--- config.mk ---
export PLATFORM = sky130hd
export DESIGN_NAME = vote_aggregator_unit
export DESIGN_NICKNAME = d
export VERILOG_FILES = /design/src/rtl/vagg_pkg.sv /design/src/rtl/vagg_ctrl.sv /design/src/rtl/vagg_dp.sv /design/src/rtl/vote_aggregator_unit.sv
export SDC_FILE = /design/constraint.sdc
export NUM_CORES = 2
export LEC_CHECK = 0
export BUFFER_PORTS_ARGS = -buffer_cell sky130_fd_sc_hd__buf_4
export CAP_MARGIN = 10
export CORE_MARGIN = 2
export CORE_UTILIZATION = 40
export CTS_BUF_LIST = sky130_fd_sc_hd__clkbuf_4
export DETAILED_ROUTE_END_ITERATION = 10
export PLACE_DENSITY = 0.56
export SYNTH_ARGS = -nofsm -noshare
export SYNTH_HDL_FRONTEND = slang
export SYNTH_HIERARCHICAL = 1
export SYNTH_SLANG_ARGS = --single-unit
--- constraint.sdc ---
create_clock -name i_clk -period 11.95 [get_ports i_clk]
set_input_delay 2.39 -clock i_clk [delete_from_list [all_inputs] [get_ports i_clk]]
set_output_delay 2.39 -clock i_clk [all_outputs]
set_load 0.01 [all_outputs]
--- src/rtl/vagg_pkg.sv ---
// Shared types and constants for the vote aggregator.
package vagg_pkg;

    // Configuration register indexes
    localparam logic [1:0] CFG_VOTE_MODE     = 2'd0;
    localparam logic [1:0] CFG_DEFAULT_VALUE = 2'd1;
    localparam logic [1:0] CFG_FORCE_ENABLE  = 2'd2;
    localparam logic [1:0] CFG_FORCE_VALUE   = 2'd3;

    // Election rules
    typedef enum logic [1:0] {
        MODE_MIN = 2'd0,
        MODE_MAX = 2'd1,
        MODE_OR  = 2'd2,
        MODE_AND = 2'd3
    } t_mode;

    // Where the reported value came from
    typedef enum logic [1:0] {
        SRC_DEFAULT  = 2'd0,
        SRC_CLIENT   = 2'd1,
        SRC_OVERRIDE = 2'd2,
        SRC_FORCE    = 2'd3
    } t_source;

    // Request kinds
    localparam logic REQ_VOTE     = 1'b0;
    localparam logic REQ_OVERRIDE = 1'b1;

    // Input request
    typedef struct packed {
        logic               req_type;
        logic [4:0]         client_index;
        logic               vote_enable;
        logic signed [31:0] vote_value;
    } t_vote_req;

    // Result
    typedef struct packed {
        logic signed [31:0] effective_value;
        logic [1:0]         effective_source;
        logic [4:0]         winner_slot;
        logic               notify;
        logic signed [31:0] notify_value;
        logic               ignored;
    } t_vote_res;

    // Controller states
    typedef enum logic [2:0] {
        ST_IDLE,
        ST_DISPATCH,
        ST_CHECK,
        ST_SCAN,
        ST_ELECT,
        ST_DONE
    } t_state;

    // Controller to datapath
    typedef struct packed {
        logic load;
        logic ovr_apply;
        logic rd_req;
        logic vote_write;
        logic scan_start;
        logic scan_step;
        logic elect_commit;
        logic out_load;
    } t_ctrl_cmd;

    // Datapath to controller
    typedef struct packed {
        logic is_ovr;
        logic in_range;
        logic ignore;
        logic scan_done;
        logic out_free;
    } t_dp_status;

endpackage

--- src/rtl/vagg_ctrl.sv ---
// Request sequencer of the vote aggregator.
module vagg_ctrl (
    input  logic                i_clk,
    input  logic                i_rst_n,
    input  logic                i_in_valid,
    output logic                o_in_stall,
    input  vagg_pkg::t_dp_status i_stat,
    output vagg_pkg::t_ctrl_cmd  o_cmd
);
    import vagg_pkg::*;

    t_state r_state;
    t_state n_state;

    // State register
    always_ff @(posedge i_clk) begin
        if (!i_rst_n) begin
            r_state <= ST_IDLE;
        end else begin
            r_state <= n_state;
        end
    end

    // Next state
    always_comb begin
        n_state = r_state;
        case (r_state)
            ST_IDLE: begin
                if (i_in_valid) begin
                    n_state = ST_DISPATCH;
                end
            end
            ST_DISPATCH: begin
                if (i_stat.is_ovr || !i_stat.in_range) begin
                    n_state = ST_DONE;
                end else begin
                    n_state = ST_CHECK;
                end
            end
            ST_CHECK: begin
                n_state = i_stat.ignore ? ST_DONE : ST_SCAN;
            end
            ST_SCAN: begin
                if (i_stat.scan_done) begin
                    n_state = ST_ELECT;
                end
            end
            ST_ELECT: begin
                n_state = ST_DONE;
            end
            ST_DONE: begin
                if (i_stat.out_free) begin
                    n_state = ST_IDLE;
                end
            end
            default: begin
                n_state = ST_IDLE;
            end
        endcase
    end

    // Commands
    always_comb begin
        o_cmd      = '0;
        o_in_stall = 1'b1;
        case (r_state)
            ST_IDLE: begin
                o_in_stall = 1'b0;
                o_cmd.load = i_in_valid;
            end
            ST_DISPATCH: begin
                o_cmd.ovr_apply = i_stat.is_ovr;
                o_cmd.rd_req    = !i_stat.is_ovr && i_stat.in_range;
            end
            ST_CHECK: begin
                o_cmd.vote_write = 1'b1;
                o_cmd.scan_start = !i_stat.ignore;
            end
            ST_SCAN: begin
                o_cmd.scan_step = 1'b1;
            end
            ST_ELECT: begin
                o_cmd.elect_commit = 1'b1;
            end
            ST_DONE: begin
                o_cmd.out_load = i_stat.out_free;
            end
            default: begin
                o_cmd = '0;
            end
        endcase
    end

endmodule

--- src/rtl/vagg_dp.sv ---
// Vote store, election scan, override and result datapath.
module vagg_dp #(
    parameter int SLOT_COUNT = 32
) (
    input  logic                 i_clk,
    input  logic                 i_rst_n,
    input  vagg_pkg::t_vote_req  i_req,
    input  logic                 i_cfg_we,
    input  logic [1:0]           i_cfg_addr,
    input  logic [31:0]          i_cfg_wdata,
    input  vagg_pkg::t_ctrl_cmd  i_cmd,
    output vagg_pkg::t_dp_status o_stat,
    output logic                 o_out_valid,
    input  logic                 i_out_stall,
    output vagg_pkg::t_vote_res  o_out_data
);
    import vagg_pkg::*;

    localparam int IW   = $clog2(SLOT_COUNT);
    localparam int CNTW = $clog2(SLOT_COUNT + 1);

    // Configuration
    t_mode              r_mode;
    logic signed [31:0] r_default;
    logic               r_force_en;
    logic [31:0]        r_force_val;

    always_ff @(posedge i_clk) begin
        if (!i_rst_n) begin
            r_mode      <= MODE_MIN;
            r_default   <= '0;
            r_force_en  <= 1'b0;
            r_force_val <= '0;
        end else if (i_cfg_we) begin
            case (i_cfg_addr)
                CFG_VOTE_MODE:     r_mode      <= t_mode'(i_cfg_wdata[1:0]);
                CFG_DEFAULT_VALUE: r_default   <= i_cfg_wdata;
                CFG_FORCE_ENABLE:  r_force_en  <= i_cfg_wdata[0];
                CFG_FORCE_VALUE:   r_force_val <= i_cfg_wdata;
                default: ;
            endcase
        end
    end

    // Latched request
    t_vote_req r_req;
    logic [IW-1:0] req_slot;

    always_ff @(posedge i_clk) begin
        if (i_cmd.load) begin
            r_req <= i_req;
        end
    end

    assign req_slot = IW'(r_req.client_index);

    // Vote store: {enable, value} per slot; a slot never written reads as zero
    logic [32:0]            r_mem [SLOT_COUNT];
    logic [SLOT_COUNT-1:0]  r_mvalid;
    logic [32:0]            r_rdata;
    logic                   r_rd_ok;
    logic [CNTW-1:0]        r_scan_cnt;
    logic                   rd_en;
    logic [IW-1:0]          rd_addr;
    logic                   scan_issue;

    assign scan_issue = i_cmd.scan_step && (r_scan_cnt < CNTW'(SLOT_COUNT));
    assign rd_en      = i_cmd.rd_req || scan_issue;
    assign rd_addr    = i_cmd.rd_req ? req_slot : r_scan_cnt[IW-1:0];

    always_ff @(posedge i_clk) begin
        if (i_cmd.vote_write) begin
            r_mem[req_slot] <= {r_req.vote_enable, r_req.vote_value};
        end
        if (rd_en) begin
            r_rdata <= r_mem[rd_addr];
        end
    end

    always_ff @(posedge i_clk) begin
        if (!i_rst_n) begin
            r_mvalid <= '0;
            r_rd_ok  <= 1'b0;
        end else begin
            if (i_cmd.vote_write) begin
                r_mvalid[req_slot] <= 1'b1;
            end
            if (rd_en) begin
                r_rd_ok <= r_mvalid[rd_addr];
            end
        end
    end

    // Repeat detection against the stored slot
    logic               rd_en_bit;
    logic signed [31:0] rd_val;
    logic               r_any_seen;
    logic               similar;

    assign rd_en_bit = r_rd_ok & r_rdata[32];
    assign rd_val    = r_rd_ok ? r_rdata[31:0] : '0;
    assign similar   = (rd_en_bit == r_req.vote_enable) && (rd_val == r_req.vote_value);

    // Election scan: one slot compared per cycle, in the cycle after its read
    logic               r_cmp_vld;
    logic [IW-1:0]      r_cmp_idx;
    logic signed [31:0] r_res;
    logic [IW-1:0]      r_who;
    logic               r_found;
    logic               r_stop;
    logic               take;
    logic               better;
    logic               halt;

    always_comb begin
        better = (r_mode == MODE_MIN) ? (rd_val < r_res) : (rd_val > r_res);
        halt   = (r_mode == MODE_OR) ? (rd_val != '0) : (rd_val == '0);
        take   = r_cmp_vld && rd_en_bit && !r_stop;
    end

    always_ff @(posedge i_clk) begin
        if (!i_rst_n) begin
            r_scan_cnt <= '0;
            r_cmp_vld  <= 1'b0;
            r_found    <= 1'b0;
            r_stop     <= 1'b0;
        end else if (i_cmd.scan_start) begin
            r_scan_cnt <= '0;
            r_cmp_vld  <= 1'b0;
            r_found    <= 1'b0;
            r_stop     <= 1'b0;
        end else if (i_cmd.scan_step) begin
            r_cmp_vld <= scan_issue;
            if (scan_issue) begin
                r_scan_cnt <= r_scan_cnt + CNTW'(1);
            end
            if (take) begin
                r_found <= 1'b1;
                if (r_mode == MODE_OR || r_mode == MODE_AND) begin
                    r_stop <= halt;
                end
            end
        end
    end

    always_ff @(posedge i_clk) begin
        if (i_cmd.scan_step) begin
            if (scan_issue) begin
                r_cmp_idx <= r_scan_cnt[IW-1:0];
            end
            if (take) begin
                if (r_mode == MODE_OR || r_mode == MODE_AND || !r_found || better) begin
                    r_res <= rd_val;
                    r_who <= r_cmp_idx;
                end
            end
        end
    end

    // Election outcome and commit
    logic signed [31:0] r_elect_val;
    logic               r_elect_none;
    logic [IW-1:0]      r_elect_idx;
    logic signed [31:0] n_res;
    logic               n_none;
    logic [IW-1:0]      n_who;
    logic               changed;
    logic               r_ovr_active;
    logic signed [31:0] r_ovr_val;
    logic [4:0]         r_ovr_tag;
    logic signed [31:0] stored;

    always_comb begin
        n_none  = !r_found;
        n_res   = r_found ? r_res : r_default;
        n_who   = '0;
        if (r_found) begin
            n_who = (r_mode == MODE_OR || r_mode == MODE_AND) ? req_slot : r_who;
        end
        changed = !r_any_seen || (n_res != r_elect_val) || (n_none != r_elect_none)
                  || (n_who != r_elect_idx);
        stored  = r_any_seen ? r_elect_val : ((r_mode == MODE_OR) ? '0 : r_default);
    end

    // Per-request flags
    logic               r_notify;
    logic signed [31:0] r_nval;
    logic               r_ignored;

    always_ff @(posedge i_clk) begin
        if (!i_rst_n) begin
            r_any_seen   <= 1'b0;
            r_elect_val  <= '0;
            r_elect_none <= 1'b1;
            r_elect_idx  <= '0;
            r_ovr_active <= 1'b0;
            r_ovr_val    <= '0;
            r_ovr_tag    <= '0;
            r_notify     <= 1'b0;
            r_nval       <= '0;
            r_ignored    <= 1'b0;
        end else begin
            if (i_cmd.load) begin
                r_notify  <= 1'b0;
                r_nval    <= '0;
                r_ignored <= 1'b0;
            end
            // Override set or clear
            if (i_cmd.ovr_apply) begin
                if (r_force_en) begin
                    r_ovr_active <= r_req.vote_enable;
                    r_ovr_val    <= r_req.vote_value;
                end else if (r_req.vote_enable) begin
                    r_notify     <= 1'b1;
                    r_nval       <= r_req.vote_value;
                    r_ovr_active <= 1'b1;
                    r_ovr_val    <= r_req.vote_value;
                    r_ovr_tag    <= r_req.client_index;
                end else begin
                    r_notify     <= 1'b1;
                    r_nval       <= stored;
                    r_ovr_active <= 1'b0;
                end
            end
            // Identical repeat after the first vote
            if (i_cmd.vote_write && similar && r_any_seen) begin
                r_ignored <= 1'b1;
            end
            if (i_cmd.elect_commit) begin
                if (changed) begin
                    r_elect_val  <= n_res;
                    r_elect_none <= n_none;
                    r_elect_idx  <= n_who;
                    if (!r_force_en && !r_ovr_active) begin
                        r_notify <= 1'b1;
                        r_nval   <= n_res;
                    end
                end
                r_any_seen <= 1'b1;
            end
        end
    end

    // Result assembly
    t_vote_res res_next;

    always_comb begin
        res_next              = '0;
        res_next.notify       = r_notify;
        res_next.notify_value = r_nval;
        res_next.ignored      = r_ignored;
        if (r_force_en) begin
            res_next.effective_value  = r_force_val;
            res_next.effective_source = SRC_FORCE;
        end else if (r_ovr_active) begin
            res_next.effective_value  = r_ovr_val;
            res_next.effective_source = SRC_OVERRIDE;
            res_next.winner_slot      = r_ovr_tag;
        end else if (r_any_seen && !r_elect_none) begin
            res_next.effective_value  = r_elect_val;
            res_next.effective_source = SRC_CLIENT;
            res_next.winner_slot      = 5'(r_elect_idx);
        end else begin
            res_next.effective_value  = stored;
            res_next.effective_source = SRC_DEFAULT;
        end
    end

    // Output register
    logic      r_out_valid;
    t_vote_res r_out;

    always_ff @(posedge i_clk) begin
        if (!i_rst_n) begin
            r_out_valid <= 1'b0;
        end else if (i_cmd.out_load) begin
            r_out_valid <= 1'b1;
        end else if (!i_out_stall) begin
            r_out_valid <= 1'b0;
        end
    end

    always_ff @(posedge i_clk) begin
        if (i_cmd.out_load) begin
            r_out <= res_next;
        end
    end

    assign o_out_valid = r_out_valid;
    assign o_out_data  = r_out;

    // Status
    always_comb begin
        o_stat           = '0;
        o_stat.is_ovr    = (r_req.req_type == REQ_OVERRIDE);
        o_stat.in_range  = 32'(r_req.client_index) < 32'(SLOT_COUNT);
        o_stat.ignore    = similar && r_any_seen;
        o_stat.scan_done = (r_scan_cnt == CNTW'(SLOT_COUNT));
        o_stat.out_free  = !r_out_valid || !i_out_stall;
    end

    // Checks
    a_cnt_bound: assert property (@(posedge i_clk) disable iff (!i_rst_n)
        r_scan_cnt <= CNTW'(SLOT_COUNT))
        else $error("scan counter past last slot");

    a_none_idx: assert property (@(posedge i_clk) disable iff (!i_rst_n)
        r_elect_none |-> (r_elect_idx == '0))
        else $error("no winner but slot index set");

    a_commit_seen: assert property (@(posedge i_clk) disable iff (!i_rst_n)
        i_cmd.elect_commit |=> r_any_seen)
        else $error("election commit did not mark a vote seen");

endmodule

--- src/rtl/vote_aggregator_unit.sv ---
// Top level of the vote aggregator: sequencer plus datapath.
// Resolves one signed value from per-slot client votes (min, max, first-nonzero
// or first-zero election), an override and a debug force, one request at a
// time. A client vote that runs the election is held up by the election scan,
// which reads one slot per cycle from the vote store; an ignored repeat, an
// override or an out-of-range slot skips the scan. A finished result waits
// in an output register while the next request is accepted.
module vote_aggregator_unit #(
    parameter int SLOT_COUNT = 32
) (
    input  logic                i_clk,
    input  logic                i_rst_n,
    input  logic                i_in_valid,
    output logic                o_in_stall,
    input  vagg_pkg::t_vote_req i_in_data,
    output logic                o_out_valid,
    input  logic                i_out_stall,
    output vagg_pkg::t_vote_res o_out_data,
    input  logic                i_cfg_we,
    input  logic [1:0]          i_cfg_addr,
    input  logic [31:0]         i_cfg_wdata
);
    import vagg_pkg::*;

    t_ctrl_cmd  cmd;
    t_dp_status stat;

    vagg_ctrl u_ctrl (
        .i_clk      (i_clk),
        .i_rst_n    (i_rst_n),
        .i_in_valid (i_in_valid),
        .o_in_stall (o_in_stall),
        .i_stat     (stat),
        .o_cmd      (cmd)
    );

    vagg_dp #(
        .SLOT_COUNT (SLOT_COUNT)
    ) u_dp (
        .i_clk       (i_clk),
        .i_rst_n     (i_rst_n),
        .i_req       (i_in_data),
        .i_cfg_we    (i_cfg_we),
        .i_cfg_addr  (i_cfg_addr),
        .i_cfg_wdata (i_cfg_wdata),
        .i_cmd       (cmd),
        .o_stat      (stat),
        .o_out_valid (o_out_valid),
        .i_out_stall (i_out_stall),
        .o_out_data  (o_out_data)
    );

    // Checks
    a_one_at_a_time: assert property (@(posedge i_clk) disable iff (!i_rst_n)
        (i_in_valid && !o_in_stall) |=> o_in_stall)
        else $error("second request accepted while one is in progress");

    a_ignore_quiet: assert property (@(posedge i_clk) disable iff (!i_rst_n)
        (o_out_valid && o_out_data.ignored) |-> !o_out_data.notify)
        else $error("ignored repeat raised a notification");

    a_nval_zero: assert property (@(posedge i_clk) disable iff (!i_rst_n)
        (o_out_valid && !o_out_data.notify) |-> (o_out_data.notify_value == '0))
        else $error("notify value without notification");

    a_force_client: assert property (@(posedge i_clk) disable iff (!i_rst_n)
        (o_out_valid && (o_out_data.effective_source == SRC_FORCE
            || o_out_data.effective_source == SRC_DEFAULT))
        |-> (o_out_data.winner_slot == '0))
        else $error("client reported for forced or default result");

endmodule

Word level (Yosys, flattened, before mapping)

Memory sizes are Yosys's and may differ from the RTL's. A register that Yosys moved wholly into a read port is not among the register bits.
Cells that the tools add are included.

Logic and storage cells: 170
Memories kept: 1
Bits in writable memories: 1056
Register bits: 378
Output and inout port bits: 75
Input port bits: 78

$add $sub $neg: 1
Order comparisons: 6
Mux-type cells: 53
Equality and inequality tests: 20
Bitwise logic cells: 4
Reductions and logical operators: 49

Memories:

| name       | words | width | rd ports | clocked after memory_dff | wr ports | RTL line      | RTL |
|---|---|---|---|---|---|---|---|
| u_dp.r_mem | 32    | 33    | 1        | 1                        | 1        | vagg_dp.sv:58 | `logic [32:0] r_mem [SLOT_COUNT];` |

Operator list:

| kind                                                | count |
|---|---|
| two-way mux 32 bit                                  | 13 |
| two-way mux 34 bit                                  | 2 |
| two-way mux 39 bit                                  | 1 |
| == test 32 bit                                      | 1 |
| greater-than comparator 32 bit                      | 1 |
| logical NOT 32 bit                                  | 1 |
| < comparator 32 bit                                 | 1 |
| inequality test 32 bit                              | 1 |
| bitwise OR 32 bit                                   | 1 |
| nonzero test 32 bit                                 | 1 |
| two-way mux 1 bit                                   | 23 |
| two-way mux 5 bit                                   | 4 |
| one-hot mux 3 bit (6 select lines)                  | 1 |
| AND reduction 2 bit                                 | 8 |
| two-way mux 3 bit                                   | 5 |
| < comparator 5 x 6 -> 1 bit (second input constant) | 2 |
| AND reduction 3 bit                                 | 4 |
| logical AND 1 bit                                   | 10 |
| logical NOT 1 bit                                   | 10 |
| == test 2 bit (second input constant)               | 4 |
| logical OR 1 bit                                    | 8 |
| adder 6 x 1 -> 6 bit (second input constant)        | 1 |
| == test 3 x 2 -> 1 bit (second input constant)      | 2 |
| == test 3 bit (second input constant)               | 2 |
| 19 further kinds                                    | 26 |

Logic depth before layout (Yosys ltp)

Depth after elaboration: 9
Gate-level depth with buffers: 13
Mapped depth without buffers: 9

Hierarchy

Netlist, hierarchy kept.

By module, submodules not included:

| module    | sequential area each (um2) | times used | cells an instance | area an instance (um2) |
|---|---|---|---|---|
| vagg_dp   | 41750.0                    | 1          | 3701              | 58598.7 |
| vagg_ctrl | 60.1                       | 1          | 36                | 272.8 |

Least setup slack after synthesis

Ideal clock, no wire load.

Path type: input to register
From: in i_out_stall
To: reg u_dp.r_out (netlist bit u_dp/o_out_data[0]), enable pin
Path slack: 5.837 ns
Stages: 3
Path buffers: 0
Arrival time: 5.607 ns
Data required time: 11.444 ns
Library setup time: 0.506 ns
Cells stage by stage: nand2_1 > nand2_1 > nor2_1

RTL lines:

| what                 | RTL line                   | RTL |
|---|---|---|
| start, declared      | vote_aggregator_unit.sv:17 | `input logic i_out_stall,` |
| end signal, assigned | vagg_dp.sv:285             | `r_out <= res_next;` |
| end, declared        | vagg_dp.sv:271             | `t_vote_res r_out;` |

==> reports/results.txt <==
Yosys cell types -> 59
First-pass DRT Iterations -> 5
I/O pin count -> 153
Minimum clock period -> 5060 ps
RR Endpoint -> u_dp/r_rdata[4]
Seq/Total Area, Yosys -> 0.710
Hold buffer count at cts -> 0
FF+latch count, synth -> 1467
Number of remaining DRC errors -> 0
Core area -> 146000 sq um
Fmax -> 198 MHz
Setup TNS -> 0 ps
I/O Buffers -> 152
Post-CTS Resized -> 0
Critical-path maximum fanout -> 99
Clock Latency Late Sink -> 1320 ps
Synthesized instance count -> 3737
Syn Nets -> 3848
CP endpoint -> u_dp/r_rdata[4]
Setup ws final -> 6890 ps
Top cell type's share of synthesized area -> 0.634
Clock Path Buffers -> 4
H-tree depth -> 5
Wirelength per Cell -> 27.8 um
Vias -> 35.7k
Setup bufs post-CTS -> 0
Slew Viols, Final -> 0
Clock-pin slew on the worst setup and hold paths -> 60 ps
Post-synth EDFFs -> 1243
Final ANT Viol Nets -> 0
Yosys warns -> 6
Endpoints failing hold -> 0
Most frequent CP cell -> buf_12
Die Ht -> 388 um
Critical-path top delay cell -> buf_12
Die area -> 150000 sq um
Critical path type -> register to register
Critical path startpoint category -> register
Clk sink count -> 1467
P_leak -> 23.6 nW
Worst Setup SP -> u_ctrl/r_state[0]
MaxCap Viol Count -> 0
Status -> complete, no violations
IR drop worst, VDD -> 72.5 uV
Pin count of the biggest net entering global routing -> 124
Most used DFF post-synth -> edfxtp_1
Crit path DAT -> 6060 ps
Vias per inst -> 5.64
Synth top area cells -> edfxtp_1, mux4_2, dfxtp_1
Die W -> 388 um
Cell Pwr Density -> 167 nW/um^2
Final #Nets -> 4261
Kind of end point of the critical path -> register
Number of CTS-inserted buffers -> 395
Worst Skew -> 110 ps
CP cell instances -> inv_1 > nor4_2 > buf_4 > mux2i_4 > buf_12 > buf_12 > buf_12 > mux4_2 > nand2_1 > nand3_1 > nand2_1 > o21ai_0
Leading cell type in the layout, fill and taps excluded -> edfxtp_1
First-pass GRT wire length -> 250000 um
Critical path's largest stage delay -> 610 ps
CTS root buf -> clkbuf_4
Register-to-register setup slack -> 6890 ps
Dpl ws -> 6840 ps
Cell taking the most area after synthesis -> edfxtp_1
Unrepaired setup endpoints after global routing -> no
Most frequent cells in the layout -> edfxtp_1, clkbuf_4, nand2_1
Layout cells sized above 1 -> 0.272
Worst Tran Pin Value -> 1160 ps
Fin crit share -> 0.424
Standard-cell row count -> 140
TritonCTS clock tree -> built
Total GRT Usage -> 0.232
Hold Path Class -> register to register
Dpl hpwl -> 93400 um
Post-synthesis instance area -> 58900 sq um
Vias in the first global route -> 35.1k
Remaining Overflow, GRT -> 0
Placer Congestion -> 0.859
Max-slew headroom -> 0.218
Final Power -> 0.0113 W
Area Overhead vs Synth -> 14.4%
Async S/R FF share, synth -> 0
Syn_area_per_cell -> 15.8 sq um
Initial Util -> 0.403
Worst Path Required -> 12940 ps
Initial antenna violation count -> 7
Count of final setup violators -> 0
Total wire length -> 176000 um
Layout Utilization -> 0.461
Initial drt markers -> 3795
RR Startpoint -> u_ctrl/r_state[0]
R2r worst-path depth -> 12
cells in the mapped netlist (40+ instances only):
cell type / instances
a21boi_0: 97
a21oi_1: 64
and2_1: 62
buf_2: 45
clkbuf_1: 151
dfxtp_1: 224
edfxtp_1: 1243
inv_1: 48
mux2i_1: 45
mux4_2: 272
nand2_1: 584
nand3_1: 207
nand3b_1: 40
nor2_1: 127
o211a_1: 64
o21ai_0: 82
xnor2_1: 61
per-stage QoR:
| stage | cells | hold WS, ps | instance area (sq um) |
|---|---|---|---|
| final | 6336 | 383 | 67300 |
| after detailed placement | 5670 | 406 | 62600 |
| after global routing | 6335 | 406 | 67300 |
| after floorplan | 3737 | 400 | 58900 |
| after CTS | 6328 | 382 | 67300 |
| after global placement | 5670 | 404 | 62600 |
power by group:
group | leakage [nW] | switching [W] | internal (W) | total [W]
clock | 2.86 | 0.00201 | 0.00224 | 0.00425
combinational | 7.70 | 0.000758 | 0.000386 | 0.00114
sequential | 13.1 | 0.0000981 | 0.00577 | 0.00587
total | 23.6 | 0.00286 | 0.00840 | 0.0113
sequential cells by signal (all words and copies together) (netlist names), 6 cells and up:
signal            flops
u_dp/r_mem         1056
u_dp/o_out_data      73
u_dp/r_rdata         33
u_dp/r_req           33
u_dp/r_default       32
u_dp/r_elect_val     32
u_dp/r_force_val     32
u_dp/r_mvalid        32
u_dp/r_nval          32
u_dp/r_ovr_val       32
u_dp/r_res           32
u_dp/r_scan_cnt       6
worst min path at each step:
stage / start / endpoint / slack [ps] / cells after the start
after floorplan: u_dp/r_cmp_idx[0] / u_dp/r_who[0] / 400 / 0
after global placement: u_dp/r_cmp_idx[1] / u_dp/r_who[1] / 400 / 0
after detailed placement: u_dp/r_cmp_idx[4] / u_dp/r_who[4] / 410 / 0
after CTS: u_dp/r_nval[12] / u_dp/o_out_data[13] / 380 / 0
after global routing: u_dp/r_nval[12] / u_dp/o_out_data[13] / 410 / 0
final: u_dp/r_nval[12] / u_dp/o_out_data[13] / 380 / 0
cell families after synthesis:
group                    Yosys count  share of synthesized area
flip-flops                      1467                      0.710
buffers and inverters            283                     0.0201
XOR/XNOR                          70                     0.0104
other                              1                  0.0000637
AO/OA/AOI/OAI                    436                     0.0522
multiplexers                     329                      0.114
adder cells (fa/ha/maj)           33                    0.00701
AND/OR/NAND/NOR                 1118                     0.0857
metal layers:
| layer | routed length [um] | GRT usage |
|---|---|---|
| met1 | 75100 | 0.324 |
| met2 | 82400 | 0.364 |
| met3 | 12800 | 0.0398 |
| met4 | 5550 | 0.0903 |
| met5 | 0 | 0 |
worst max-delay path, delay by kind of cell (launching register included):
kind | cells | cell delay, ps
buffers and inverters | 5 | 2200
multiplexers | 2 | 880
AND/OR/NAND/NOR | 4 | 570
flip-flops | 1 | 540
AO/OA/AOI/OAI | 1 | 90
cell type report:
| type | instances | area [sq um] |
|---|---|---|
| Inverter | 48 | 180 |
| Sequential cell | 1467 | 41800 |
| Tap cell | 1917 | 2400 |
| Multi-Input combinational cell | 1987 | 16300 |
| Timing Repair Buffer | 251 | 1940 |
| Clock inverter | 69 | 299 |
| Fill cell | 12900 | 78600 |
| Clock buffer | 589 | 4420 |
| Antenna cell | 8 | 20.0 |
(Power assumes the default switching activity.)
